$ cat src/rtl/core/circumcircle_from_three_points_defines.svh
// assertion macros for the circumcircle block
`ifndef CIRCUMCIRCLE_FROM_THREE_POINTS_DEFINES_SVH
`define CIRCUMCIRCLE_FROM_THREE_POINTS_DEFINES_SVH

// property checked on every rising clock edge outside reset
`define CCFP_ASSERT(lbl, prop, msg) \
  lbl: assert property (@(posedge clk) disable iff (!rst_n) (prop)) else $error(msg);

// condition implies result on the next edge
`define CCFP_ASSERT_NEXT(lbl, cond, res, msg) \
  lbl: assert property (@(posedge clk) disable iff (!rst_n) (cond) |=> (res)) else $error(msg);

`endif

$ cat src/rtl/core/ccfp_pkg.sv
`default_nettype none
package ccfp_pkg;

  localparam int unsigned CCFP_COORD_WIDTH = 16;
  localparam int unsigned CENTER_W         = 31;
  localparam int unsigned DELTA_W          = 32;
  localparam int unsigned D2_W             = 64;
  localparam int unsigned ROOT_W           = 32;
  localparam int unsigned QUEUE_DEPTH      = 4;
  localparam int unsigned OUT_DEPTH        = 2;

  localparam longint CENTER_MIN = -(64'sd1 <<< 30);
  localparam longint CENTER_MAX = (64'sd1 <<< 30) - 64'sd1;

  typedef enum logic [1:0] {
    STATUS_OK        = 2'd0,
    STATUS_COLLINEAR = 2'd1,
    STATUS_RANGE     = 2'd2
  } status_t;

  typedef struct packed {
    logic signed [CENTER_W-1:0] center_x;
    logic signed [CENTER_W-1:0] center_y;
    logic [CENTER_W-1:0]        radius;
    logic                       clockwise;
    status_t                    status;
  } result_t;

endpackage
`default_nettype wire

$ cat src/rtl/core/ccfp_fifo.sv
`default_nettype none
`include "circumcircle_from_three_points_defines.svh"
module ccfp_fifo #(
  parameter int unsigned WIDTH = 8,
  parameter int unsigned DEPTH = ccfp_pkg::QUEUE_DEPTH
) (
  input  logic             clk,
  input  logic             rst_n,
  input  logic             push,
  output logic             full,
  input  logic [WIDTH-1:0] wr_data,
  input  logic             pop,
  output logic             empty,
  output logic [WIDTH-1:0] rd_data
);
  import ccfp_pkg::*;

  localparam int unsigned PW = (DEPTH > 1) ? $clog2(DEPTH) : 1;
  localparam int unsigned CW = $clog2(DEPTH + 1);

  logic [WIDTH-1:0] mem_r [DEPTH];
  logic [PW-1:0]    wr_ptr_r;
  logic [PW-1:0]    rd_ptr_r;
  logic [CW-1:0]    count_r;
  logic             push_ok;
  logic             pop_ok;

  assign full    = (count_r == CW'(DEPTH));
  assign empty   = (count_r == '0);
  assign push_ok = push && !full;
  assign pop_ok  = pop && !empty;
  assign rd_data = mem_r[rd_ptr_r];

  always_ff @(posedge clk) begin
    if (!rst_n) begin
      wr_ptr_r <= '0;
      rd_ptr_r <= '0;
      count_r  <= '0;
    end else begin
      if (push_ok) begin
        wr_ptr_r <= (wr_ptr_r == PW'(DEPTH - 1)) ? '0 : wr_ptr_r + 1'b1;
      end
      if (pop_ok) begin
        rd_ptr_r <= (rd_ptr_r == PW'(DEPTH - 1)) ? '0 : rd_ptr_r + 1'b1;
      end
      if (push_ok && !pop_ok) begin
        count_r <= count_r + 1'b1;
      end else if (pop_ok && !push_ok) begin
        count_r <= count_r - 1'b1;
      end
    end
  end

  always_ff @(posedge clk) begin
    if (push_ok) begin
      mem_r[wr_ptr_r] <= wr_data;
    end
  end

  `CCFP_ASSERT(a_count_max, count_r <= CW'(DEPTH), "fifo count above depth")
  `CCFP_ASSERT_NEXT(a_push_only, push_ok && !pop_ok, count_r == $past(count_r) + 1'b1, "count did not rise")
  `CCFP_ASSERT_NEXT(a_pop_only, pop_ok && !push_ok, count_r == $past(count_r) - 1'b1, "count did not fall")
  `CCFP_ASSERT_NEXT(a_both, push_ok && pop_ok, count_r == $past(count_r), "count moved on push and pop")

endmodule
`default_nettype wire

$ cat config.mk
export PLATFORM = sky130hd
export DESIGN_NAME = ccfp_fifo
export DESIGN_NICKNAME = d
export VERILOG_FILES = /design/src/rtl/core/ccfp_pkg.sv /design/src/rtl/core/ccfp_fifo.sv
export VERILOG_INCLUDE_DIRS = /design/src /design/src/rtl/core
export SDC_FILE = /design/constraint.sdc
export NUM_CORES = 1
export LEC_CHECK = 0
export CAP_MARGIN = 10
export CORE_ASPECT_RATIO = 1.25
export CORE_MARGIN = 2
export CORE_UTILIZATION = 63
export CTS_CLUSTER_SIZE = 10
export DETAILED_ROUTE_END_ITERATION = 8
export DONT_BUFFER_PORTS = 1
export PLACE_DENSITY = 0.82
export SLEW_MARGIN = 10
export SYNTH_ARGS = -nofsm -noshare
export SYNTH_HDL_FRONTEND = slang
export SYNTH_SLANG_ARGS = --single-unit
$ cat constraint.sdc
create_clock -name clk -period 4 [get_ports clk]
set_clock_uncertainty 0.15 [all_clocks]
set_input_delay 0.4 -clock clk [delete_from_list [all_inputs] [get_ports clk]]
set_output_delay 0.4 -clock clk [all_outputs]
set_load 0.005 [all_outputs]
### Word-level counts from Yosys, hierarchy flattened

Memories as Yosys holds them, arrays and structs flattened. A register that Yosys moved wholly into a read port is not among the register bits.
Index checks and enable logic that the tools add are counted.

* flip-flop bits (word level): 7
* bits in latches: 0
* memory bits (writable): 32
* bits in read-only memories: 0
* input port bits: 12
* output and inout port bits: 10
* logic and storage cells: 29
* memories: 1

Memories
* mem_r: depth 4, width 8, read ports 1, clocked after memory_dff 1, write ports 1, line ccfp_fifo.sv:21 `logic [WIDTH-1:0] mem_r [DEPTH];`

* add/subtract/negate cells: 4
* multiply operators: 0
* divide/modulo/power cells: 0
* $lt $le $gt $ge: 0
* eq/ne operators: 3
* shifts and indexed selects: 0
* muxes and demuxes: 8
* bitwise operators: 0
* reductions and logical operators: 10

Operators with widths (count)
* 2-bit 2-to-1 mux: 4
* 3-bit 2-to-1 mux: 2
* 2-bit by 1-bit adder with 2-bit output, second input constant: 2
* 2-bit equality test, second input constant: 2
* 1-bit logical AND: 4
* 1-bit logical NOT: 4
* 3-bit by 1-bit adder with 3-bit output, second input constant: 1
* 3-bit equality test, second input constant: 1
* 3-bit logical NOT: 1
* 3-bit by 1-bit subtractor with 3-bit output, second input constant: 1
* 1-bit 2-to-1 mux: 2
* 2-bit nonzero test: 1

### Depth between registers and ports, before layout

Gate-level depths: netlist of run 1.

* depth after elaboration: 7
* mapped depth: 9
* mapped depth without buffers: 8

### Worst setup path before layout of run 1

OpenSTA, ideal clock, no wires.

* kind: register to register
* from: reg count_r[0]
* to: reg count_r[2]
* library setup time: 76 ps
* arrival time: 2017 ps
* required time: 3774 ps
* setup slack: 1757 ps
* cell stages (with the launch flop): 8
* buffers on the path: 0
* period minus slack after synthesis: 2243 ps
* path through: dfxtp_1 -> o31ai_1 -> ha_1 -> inv_1 -> fa_1 -> xor2_1 -> or3_1 -> a21boi_0

* word-level cells in the longest chain between the ends: 6
* elaborated cells on any way between the ends: 15
* classes of those cells: 2 x add/sub; 1 x eq/ne; 2 x mux; 10 x reduce/logical

RTL lines
* from (decl): line ccfp_fifo.sv:24 `logic [CW-1:0] count_r;`
* from (signal assigned): line ccfp_fifo.sv:47 `count_r <= count_r + 1'b1;`
* from (signal assigned): line ccfp_fifo.sv:49 `count_r <= count_r - 1'b1;`
* parallel branches: the longest is 6 deep, another holds 3-bit by 1-bit subtractor with 3-bit output

Several ways; the timed one is not identified. The select of a mux whose other input is x is not followed.
A chain may end at the register's enable or synchronous reset.

### Final worst setup path of run 1

* from: reg count_r[0]
* to: reg count_r[2]

* word-level cells in the longest chain between the ends: 6
* elaborated cells on any way between the ends: 15
* classes of those cells: 2 x add/sub; 1 x eq/ne; 2 x mux; 10 x reduce/logical

RTL lines
* 3-bit equality test (*): line ccfp_fifo.sv:28 `assign full = (count_r == CW'(DEPTH));`
* named net full: line ccfp_fifo.sv:10 `output logic full,`
* 1-bit logical NOT (*): line ccfp_fifo.sv:30 `assign push_ok = push && !full;`
* 1-bit logical AND (*): line ccfp_fifo.sv:30
* 1-bit logical NOT: line ccfp_fifo.sv:48 `end else if (pop_ok && !push_ok) begin`
* 1-bit logical AND: line ccfp_fifo.sv:48
* 2-bit nonzero test (no line)

The timed path passes the listed nets; every way through them passes the cells marked *. The select of a mux whose other input is x is not followed.

==> key figures, run 1 <==
Cells and area
  – Commonest non-fill, non-tap cell in the layout: sky130_fd_sc_hd__edfxtp_1
  – End-of-flow core utilization: 73.8%
  – Highest-count cells in the layout ignoring fill and taps: sky130_fd_sc_hd__edfxtp_1, sky130_fd_sc_hd__dfxtp_1, sky130_fd_sc_hd__mux4_2, sky130_fd_sc_hd__dlygate4sd3_1
  – Synth-to-layout area growth: 11.1%
  – Share of final-layout standard cells stronger than drive strength 1: 15.2%
  – Final #Nets: 123
  – Layout filler cell count: 181
  – Antenna Diode Count: 0

Clock tree
  – Count of buffers added by post-CTS timing repair for setup: 0
  – CTS tree: done
  – Clock latency reported for the late side of the worst-skew pair: 0.35 ns
  – H-Tree Level Count: 2
  – Number of clock buffers inserted by TritonCTS: 5
  – Number of cells upsized or downsized after cts: 0
  – Clk Tree Root Cell: sky130_fd_sc_hd__clkbuf_4
  – Hold Buf Count CTS: 8
  – Clock buffer depth: 2
  – Clock-pin slew of the registers on the worst-case setup and hold paths: 0.11 ns
  – Clk sink count: 41

Placement
  – Final weighted congestion in routability-driven placement: 0.646
  – Count of input and output buffers: 0

Synthesis
  – Synthesized instance count: 93
  – Number of storage elements in the synthesis netlist: 41
  – Sequential share of the synthesized area: 70.0%
  – Post-synth net total: 112
  – Unique masters post-synth: 23
  – Mean instance size in the synthesized netlist: 17.5 sq um
  – Dominant combinational cell family by area after synthesis: multiplexers
  – Portion of netlist area occupied by mux cells: 12.9%
  – Synthesized-area fraction occupied by and/or/nand/nor cells: 6.60%
  – Parity-gate share of the synthesized area counting xor and xnor cells: 1.07%
  – Ys Warns: 0
  – Post-synthesis share of cell area spent on full adders, half adders and majority gates: 5.83%
  – Complex-gate fraction of the synthesized area: 1.84%
  – Netlist Area Pre-Place: 1630 sq um

Global routing
  – Number of antenna violations at the first check in global routing: 0
  – Via count of the first global-routing pass: 761
  – First-pass GRT wire length: 3730 microns
  – GR Layer Usage met3: 6.16%
  – All-Layer GR Usage: 17.7%
  – Busiest grt layer: met2
  – Maximum number of pins on one net before global-route repair: 14
  – Met1 Resource Use GR: 22.7%
  – Global-route met2 utilization: 27.8%
  – Global route total overflow: 0

STA
  – Part of the cycle the worst path needs: 63.9%
  – Highest Clock Rate: 391 MHz
  – Final setup violation count: 0
  – Relative slew slack: 65.4%
  – RSZ-0062 raised after global routing: false
  – Final critical path time including I/O delays and setup: 2.56 ns
  – Slew Viols, Final: 0
  – Measured slew at the worst slew-check pin: 0.515 ns
  – Total negative slack: 0 ns
  – Final worst hold slack: 0.0249 ns
  – Final-report hold violation count: 0

Worst hold path
  – Classification of the worst-slack hold path: primary input to flip-flop

Worst setup path
  – Endpoint class of the critical path: flip-flop
  – Required time reported for the critical path endpoint: 4.12 ns
  – Path type of the worst setup path: flip-flop to flip-flop
  – Largest fanout on the critical path: 7
  – Setup crit start kind: flip-flop
  – R2R Setup Slk: 1.44 ns
  – Arrival time reported for the critical path endpoint: 2.68 ns

Drt
  – Iteration-0 DRC count of the detailed router: 16
  – DRC violation count after routing: 0
  – Detailed-route via count: 776
  – Antenna viol nets, final: 0
  – Detailed-route vias per instance: 5.62
  – Routed WL: 2290 microns
  – Iteration count of the initial detailed-routing pass: 5
  – Wire length per cell after detailed routing: 16.6 microns

Status
  – Status: finished clean

Floorplanning
  – Core area: 2450 sq um
  – Total I/O pin count: 22
  – Initial Utilization: 66.5%
  – Placement row count: 20
  – Die ar.: 3010 sq um
  – Die extent in y: 60.9 microns
  – Die Wd: 49.5 microns

Pwr
  – Power per Cell Area: 576 nW/um^2
  – Maximum vdd ir drop: 384 uV
  – Static Leak: 0.000624 uW

Job
  – Max cap viols: 0
## final timing paths
check / startpoint / to / cells past startpoint
worst max-delay path: count_r[0] / count_r[2] / 8
worst min-delay path: rst_n / count_r[0] / 1
worst max register to register: count_r[0] / count_r[2] / 8
worst min register to register: wr_ptr_r[1] / wr_ptr_r[1] / 2
## flip-flops by register name, summed over array words and instances (netlist names), named ones only
register and cells:
count_r 3, mem_r 32, wr_ptr_r 2, rd_ptr_r 2
## critical path: stages (launching register included)
cell	delay, ns
sky130_fd_sc_hd__dfxtp_1	0.47
sky130_fd_sc_hd__nor3b_2	0.09
sky130_fd_sc_hd__nor2b_1	0.43
sky130_fd_sc_hd__ha_1	0.28
sky130_fd_sc_hd__inv_1	0.06
sky130_fd_sc_hd__fa_1	0.38
sky130_fd_sc_hd__xor2_1	0.15
sky130_fd_sc_hd__or3_1	0.30
sky130_fd_sc_hd__a21boi_0	0.17
## layer usage
metal  share of wire (%)  wire length, microns  vias up
met3                 5.0                   114        7
met1                  44                  1020      379
met4                 2.1                    47        0
met2                  48                  1110       20
met5                   0                     0        -
li1                    -                     -      370
## metrics by stage
stage / total power, uW / area [sq um] / cells / setup slack (ns)
CTS: 1060 / 1810 / 138 / 1.41
global route: 1100 / 1810 / 138 / 1.16
detailed placement: 796 / 1650 / 122 / 1.47
floorplan: 756 / 1630 / 93 / 1.76
global placement: 787 / 1650 / 122 / 1.58
finish: 1040 / 1810 / 138 / 1.44
## power by group
| part | total, uW | switching [uW] | internal, uW |
|---|---|---|---|
| combinational | 211 | 94.7 | 116 |
| clock | 253 | 122 | 131 |
| sequential | 579 | 54.8 | 524 |
## cells by family (layout without fill, tap and decap cells)
group	count (synthesis)	after routing
buf+inv	7	19
simple gates	20	20
flops	41	41
mux	11	11
compound gates	5	5
fa+ha+maj	7	7
xor+xnor	2	2
## cell type report
class,count,area [sq um],area share [%]
multi-input cells,45,460,25.4
repair buffers,8,80.1,4.42
flip-flops and latches,41,1140,63.0
clock inverters,2,35.0,1.94
clock buffers,6,41.3,2.28
well taps,33,41.3,2.28
inverters,3,11.3,0.622
## Yosys cell counts
cell type | instances | area, sq um
sky130_fd_sc_hd__buf_2 | 2 | 10.0
sky130_fd_sc_hd__nor3_1 | 1 | 5.00
sky130_fd_sc_hd__a21boi_0 | 1 | 7.51
sky130_fd_sc_hd__inv_1 | 3 | 11.3
sky130_fd_sc_hd__nor2b_1 | 2 | 12.5
sky130_fd_sc_hd__and2_1 | 5 | 31.3
sky130_fd_sc_hd__or3_1 | 1 | 6.26
sky130_fd_sc_hd__buf_1 | 1 | 3.75
sky130_fd_sc_hd__mux4_2 | 8 | 180
sky130_fd_sc_hd__o21ai_0 | 3 | 15.0
sky130_fd_sc_hd__xnor2_1 | 1 | 8.76
sky130_fd_sc_hd__ha_1 | 6 | 75.1
sky130_fd_sc_hd__fa_1 | 1 | 20.0
sky130_fd_sc_hd__nand3_1 | 2 | 10.0
sky130_fd_sc_hd__clkbuf_1 | 1 | 3.75
sky130_fd_sc_hd__edfxtp_1 | 32 | 961
sky130_fd_sc_hd__nand2_1 | 6 | 22.5
sky130_fd_sc_hd__dfxtp_1 | 9 | 180
sky130_fd_sc_hd__nor2_1 | 2 | 7.51
sky130_fd_sc_hd__mux2i_1 | 3 | 30.0
sky130_fd_sc_hd__nor3b_2 | 1 | 12.5
sky130_fd_sc_hd__xor2_1 | 1 | 8.76
sky130_fd_sc_hd__o31ai_1 | 1 | 7.51
No activity file was read; power rests on OpenSTA's default activity.
==> inputs of run 2 (changes only) <==
- CORE_UTILIZATION: 63 -> 55
- PLACE_DENSITY: 0.82 -> 0.76
- clock period: 4 -> 2.29 ns (I/O delays scaled with it)
==> key figures, run 2 (synthesis gave the netlist of run 1 again) <==
Cells and area
  – Antenna Diode Count: 0
  – Layout filler cell count: 217
  – Share of final-layout standard cells stronger than drive strength 1: 19.4%
  – Most flop-heavy register: mem_r
  – Final #Nets: 126
  – Design Area, Final: 1850 sq um
  – Highest-count cells in the layout ignoring fill and taps: sky130_fd_sc_hd__edfxtp_1, sky130_fd_sc_hd__dlygate4sd3_1, sky130_fd_sc_hd__mux4_2, sky130_fd_sc_hd__dfxtp_1
  – Top Registers: mem_r: 32 flops, count_r: 3 flops
  – Number of flip-flops under the largest register name: 32
  – Commonest non-fill, non-tap cell in the layout: sky130_fd_sc_hd__edfxtp_1
  – Synth-to-layout area growth: 13.7%

Pwr
  – Static Leak: 0.000642 uW
  – Power per Cell Area: 1020 nW/um^2
  – Overall power of the completed layout: 1890 uW
  – Maximum vdd ir drop: 724 uV

Worst setup path
  – Source of the critical timing path: count_r[1]
  – Path type of the worst setup path: flip-flop to flip-flop
  – Launching point of the worst reg2reg path: count_r[1]
  – Arrival time reported for the critical path endpoint: 2.33 ns
  – Largest fanout on the critical path: 5
  – Setup crit start kind: flip-flop
  – Required time reported for the critical path endpoint: 2.43 ns
  – Capture point of the worst reg-to-reg path: count_r[2]
  – R2R Setup Slk: 0.1 ns
  – R2R cell count: 7
  – Endpoint class of the critical path: flip-flop

Clock tree
  – Clock buffer depth: 2
  – Clock latency reported for the late side of the worst-skew pair: 0.35 ns
  – Clock-pin slew of the registers on the worst-case setup and hold paths: 0.11 ns
  – Number of clock buffers inserted by TritonCTS: 5
  – H-Tree Level Count: 2
  – Clk sink count: 41
  – Count of buffers added by post-CTS timing repair for setup: 0
  – CTS tree: done
  – Clk Tree Root Cell: sky130_fd_sc_hd__clkbuf_4

STA
  – Measured slew at the worst slew-check pin: 0.533 ns
  – Final-report hold violation count: 0
  – Part of the cycle the worst path needs: 95.8%
  – RSZ-0062 raised after global routing: false
  – Slew Viols, Final: 0
  – Total negative slack: 0 ns
  – Final critical path time including I/O delays and setup: 2.19 ns
  – Highest Clock Rate: 456 MHz
  – Final setup violation count: 0
  – Final worst hold slack: 0.0539 ns
  – Worst-case setup margin in the final layout: 0.0956 ns
  – Relative slew slack: 64.4%

Placement
  – Placed cell area: 1670 sq um
  – Dpl ws: 0.0419 ns
  – Detailed placement HPWL: 1620 microns
  – Count of input and output buffers: 0
  – Final weighted congestion in routability-driven placement: 0.650

Global routing
  – Global route total overflow: 0
  – All-Layer GR Usage: 17.2%
  – Busiest grt layer: met2
  – Via count of the first global-routing pass: 867
  – Global-route met2 utilization: 27.8%
  – First-pass GRT wire length: 4060 microns
  – Number of antenna violations at the first check in global routing: 0
  – GR Layer Usage met3: 5.30%
  – Maximum number of pins on one net before global-route repair: 13
  – Met1 Resource Use GR: 19.7%

Worst hold path
  – Worst Hold Launch: pop
  – Hold worst-path end: rd_ptr_r[0]
  – Classification of the worst-slack hold path: primary input to flip-flop
  – WHS Path Cells: 3

Floorplanning
  – Initial Utilization: 56.4%
  – Die extent in y: 64.9 microns
  – Total I/O pin count: 22
  – Placement row count: 22
  – Die ar.: 3420 sq um
  – Die Wd: 52.7 microns
  – Core area: 2890 sq um

Drt
  – Detailed-route vias per instance: 5.69
  – Routed WL: 2400 microns
  – Iteration count of the initial detailed-routing pass: 4
  – Detailed-route via count: 819
  – DRC violation count after routing: 0
  – Wire length per cell after detailed routing: 16.7 microns
  – Antenna viol nets, final: 0
  – Iteration-0 DRC count of the detailed router: 6

Job
  – Max cap viols: 0

Status
  – Status: finished clean
==> run 2: cell types whose count changed in the layout (fill, tap and decap cells not counted), sizes merged <==
| cell | delta |
|---|---|
| buf | +2 |
| clkinv | -1 |
| clkbuf | +1 |
| dlygate4sd3 | +1 |
==> run 2: per-layer routing <==
metal  part of all wire (%)  up-vias
met3                    6.1        4
met5                      0        -
met4                    1.7        0
met1                     38      408
li1                       -      382
met2                     54       25
==> run 2: area by class of cell <==
class	count	area (sq um)	area share [%]
inverter	3	11.3	0.608
sequential	41	1140	61.7
clock inverter	1	30.0	1.62
tap	36	45.0	2.43
timing repair buffer	11	105	5.67
multi-input combinational	45	463	25.0
clock buffer	7	55.1	2.97
==> run 2: per-stage QoR <==
stage | std cells | util (%)
2_1_floorplan | 93 | -
3_3_place_gp | 127 | 57.9
3_5_place_dp | 127 | 57.9
4_1_cts | 144 | 63.9
5_1_grt | 144 | 64.1
6_report | 144 | 64.1
==> run 2: worst max-delay path by stage <==
stage | end | slack, ns | cells after the start
after floorplan | count_r[2] | 0.05 | 7
after global routing | count_r[2] | 0.01 | 7
after global placement | count_r[2] | 0.16 | 8
after detailed placement | count_r[2] | 0.04 | 8
after CTS | count_r[2] | 0.02 | 8
final | count_r[2] | 0.1 | 7
==> run 2: where the power goes <==
part           total, uW  internal [uW]  switching (uW)
Sequential          1020            918            98.7
Clock                484            261             223
Combinational        393            217             177
Total               1890           1400             499
==> run 2: critical path, stage by stage (launching register included) <==
cell and delay [ns]:
sky130_fd_sc_hd__dfxtp_2 0.37, sky130_fd_sc_hd__o31ai_1 0.30, sky130_fd_sc_hd__ha_1 0.24, sky130_fd_sc_hd__inv_1 0.07
sky130_fd_sc_hd__fa_1 0.39, sky130_fd_sc_hd__xor2_1 0.16, sky130_fd_sc_hd__or3_1 0.30, sky130_fd_sc_hd__a21boi_0 0.16
==> run 2: what timing repair did <==
action	CTS	global route
hold buffers	9	0
hold endpoints to repair	41	0
setup endpoints to repair	0	1
gates resized for setup	0	3
==> inputs of run 3 (changes only) <==
- RECOVER_POWER: not set -> 100
==> key figures, run 3 (synthesis gave the netlist of run 1 again) <==
Status
  – Status: finished clean

Placement
  – Final weighted congestion in routability-driven placement: 0.650
  – Detailed placement HPWL: 1620 microns
  – Count of input and output buffers: 0
  – Number of placed cells counting well taps: 127

STA
  – Final setup violation count: 0
  – Highest Clock Rate: 458 MHz
  – Relative slew slack: 60.7%
  – Measured slew at the worst slew-check pin: 0.589 ns
  – Total negative slack: 0 ns
  – Part of the cycle the worst path needs: 95.4%
  – Final critical path time including I/O delays and setup: 2.18 ns
  – Slew Viols, Final: 0
  – Final-report hold violation count: 0
  – RSZ-0062 raised after global routing: false

Drt
  – DRC violation count after routing: 0
  – Antenna viol nets, final: 0
  – Iteration count of the initial detailed-routing pass: 4
  – Wire length per cell after detailed routing: 16.8 microns
  – Routed WL: 2410 microns
  – Iteration-0 DRC count of the detailed router: 6
  – Detailed-route via count: 827
  – Detailed-route vias per instance: 5.74

Cells and area
  – Final #Nets: 126
  – Antenna Diode Count: 0
  – Top Registers: mem_r: 32 flops, count_r: 3 flops
  – Layout filler cell count: 220
  – Commonest non-fill, non-tap cell in the layout: sky130_fd_sc_hd__edfxtp_1
  – Synth-to-layout area growth: 12.9%
  – Number of flip-flops under the largest register name: 32
  – Highest-count cells in the layout ignoring fill and taps: sky130_fd_sc_hd__edfxtp_1, sky130_fd_sc_hd__dlygate4sd3_1, sky130_fd_sc_hd__mux4_2, sky130_fd_sc_hd__dfxtp_1
  – Area occupied by registers: 1140 sq um
  – Share of final-layout standard cells stronger than drive strength 1: 16.7%
  – Most flop-heavy register: mem_r
  – Multi-input gate area in the final layout: 458 sq um
  – Number of cells in the finished layout apart from fillers: 144

Clock tree
  – Clock buffer depth: 2
  – CTS tree: done
  – H-Tree Level Count: 2
  – Clock-pin slew of the registers on the worst-case setup and hold paths: 0.11 ns
  – Clock latency reported for the late side of the worst-skew pair: 0.35 ns
  – Clk sink count: 41
  – Number of clock buffers inserted by TritonCTS: 5
  – Count of buffers added by post-CTS timing repair for setup: 0
  – Clk Tree Root Cell: sky130_fd_sc_hd__clkbuf_4

Floorplanning
  – Initial Utilization: 56.4%
  – Die ar.: 3420 sq um
  – Die extent in y: 64.9 microns
  – Total I/O pin count: 22
  – Die Wd: 52.7 microns
  – Core area: 2890 sq um
  – Placement row count: 22

Worst hold path
  – Classification of the worst-slack hold path: primary input to flip-flop
  – WHS Path Cells: 3
  – Worst Hold Launch: pop
  – Hold worst-path end: rd_ptr_r[0]

Worst setup path
  – Endpoint class of the critical path: flip-flop
  – Setup crit start kind: flip-flop
  – Launching point of the worst reg2reg path: count_r[1]
  – R2R cell count: 7
  – Delay contributed by the slowest stage of the critical path: 0.39 ns
  – Path type of the worst setup path: flip-flop to flip-flop
  – Cell type of the slowest stage on the worst timing path: sky130_fd_sc_hd__fa_1
  – Arrival time reported for the critical path endpoint: 2.32 ns
  – Capture point of the worst reg-to-reg path: count_r[2]
  – R2R Setup Slk: 0.11 ns
  – Cell-by-cell listing of the critical path: o31ai_1, ha_1, inv_1, fa_1, xor2_1, or3_1, a21boi_0
  – Required time reported for the critical path endpoint: 2.43 ns
  – Largest fanout on the critical path: 5

Global routing
  – Via count of the first global-routing pass: 867
  – First-pass GRT wire length: 4060 microns
  – Maximum number of pins on one net before global-route repair: 13
  – Global route total overflow: 0
  – Number of antenna violations at the first check in global routing: 0
  – All-Layer GR Usage: 17.2%

Pwr
  – Static Leak: 0.000628 uW
  – Power per Cell Area: 1020 nW/um^2
  – Maximum vdd ir drop: 714 uV

Job
  – Max cap viols: 0
[run 3: report_power, final]
group / internal (uW) / switching (uW) / total [uW] / leakage [uW]
Sequential: 918 / 96.9 / 1020 / 0.000368
Combinational: 206 / 178 / 384 / 0.000215
Clock: 261 / 223 / 484 / 0.0000455
[run 3: layer usage]
metal / track usage, % / up-vias / wire length [microns]
li1: - / 382 / -
met1: 19.7 / 409 / 913
met2: 27.8 / 30 / 1300
met3: 5.30 / 6 / 155
met4: 9.62 / 0 / 44
met5: 0 / - / 0
[run 3: layout make-up]
class                   count  share of cell area [%]
flip-flops and latches     41                    62.1
clock buffers               7                    2.99
multi-input cells          45                    24.9
inverters                   3                   0.612
clock inverters             1                    1.63
repair buffers             11                    5.30
well taps                  36                    2.45
[run 3: worst max-delay path by stage]
stage | end | start | slack (ns) | cells past startpoint
after floorplan | count_r[2] | count_r[0] | 0.05 | 7
after global placement | count_r[2] | count_r[0] | 0.16 | 8
after detailed placement | count_r[2] | count_r[0] | 0.04 | 8
after CTS | count_r[2] | count_r[0] | 0.02 | 8
after global routing | count_r[2] | count_r[0] | 0.02 | 7
final | count_r[2] | count_r[1] | 0.11 | 7
[run 3: critical path: cells and delay by family (launching register included)]
kind	cells	cell delay [ns]
buf+inv	1	0.07
compound gates	2	0.46
fa+ha+maj	2	0.63
xor+xnor	1	0.16
flops	1	0.36
simple gates	1	0.30
[run 3: timing repair]
| item | 4_1_cts | 5_1_grt |
|---|---|---|
| resized for setup | 0 | 3 |
| endpoints found under the setup margin | 0 | 1 |
| hold endpoints to repair | 41 | 0 |
| hold buffers | 9 | 0 |
[run 3: metrics by stage]
stage	cell area, sq um	hold WS [ns]	util, %	worst slack [ns]	total power (uW)
finish	1840	0.146	63.7	0.106	1880
global route	1840	0.142	63.7	0.0247	1990
CTS	1850	0.0535	63.9	0.0221	1910
detailed placement	1670	0.178	57.9	0.0419	1410
global placement	1670	0.178	57.9	0.164	1380
floorplan	1630	0.178	-	0.0471	1320
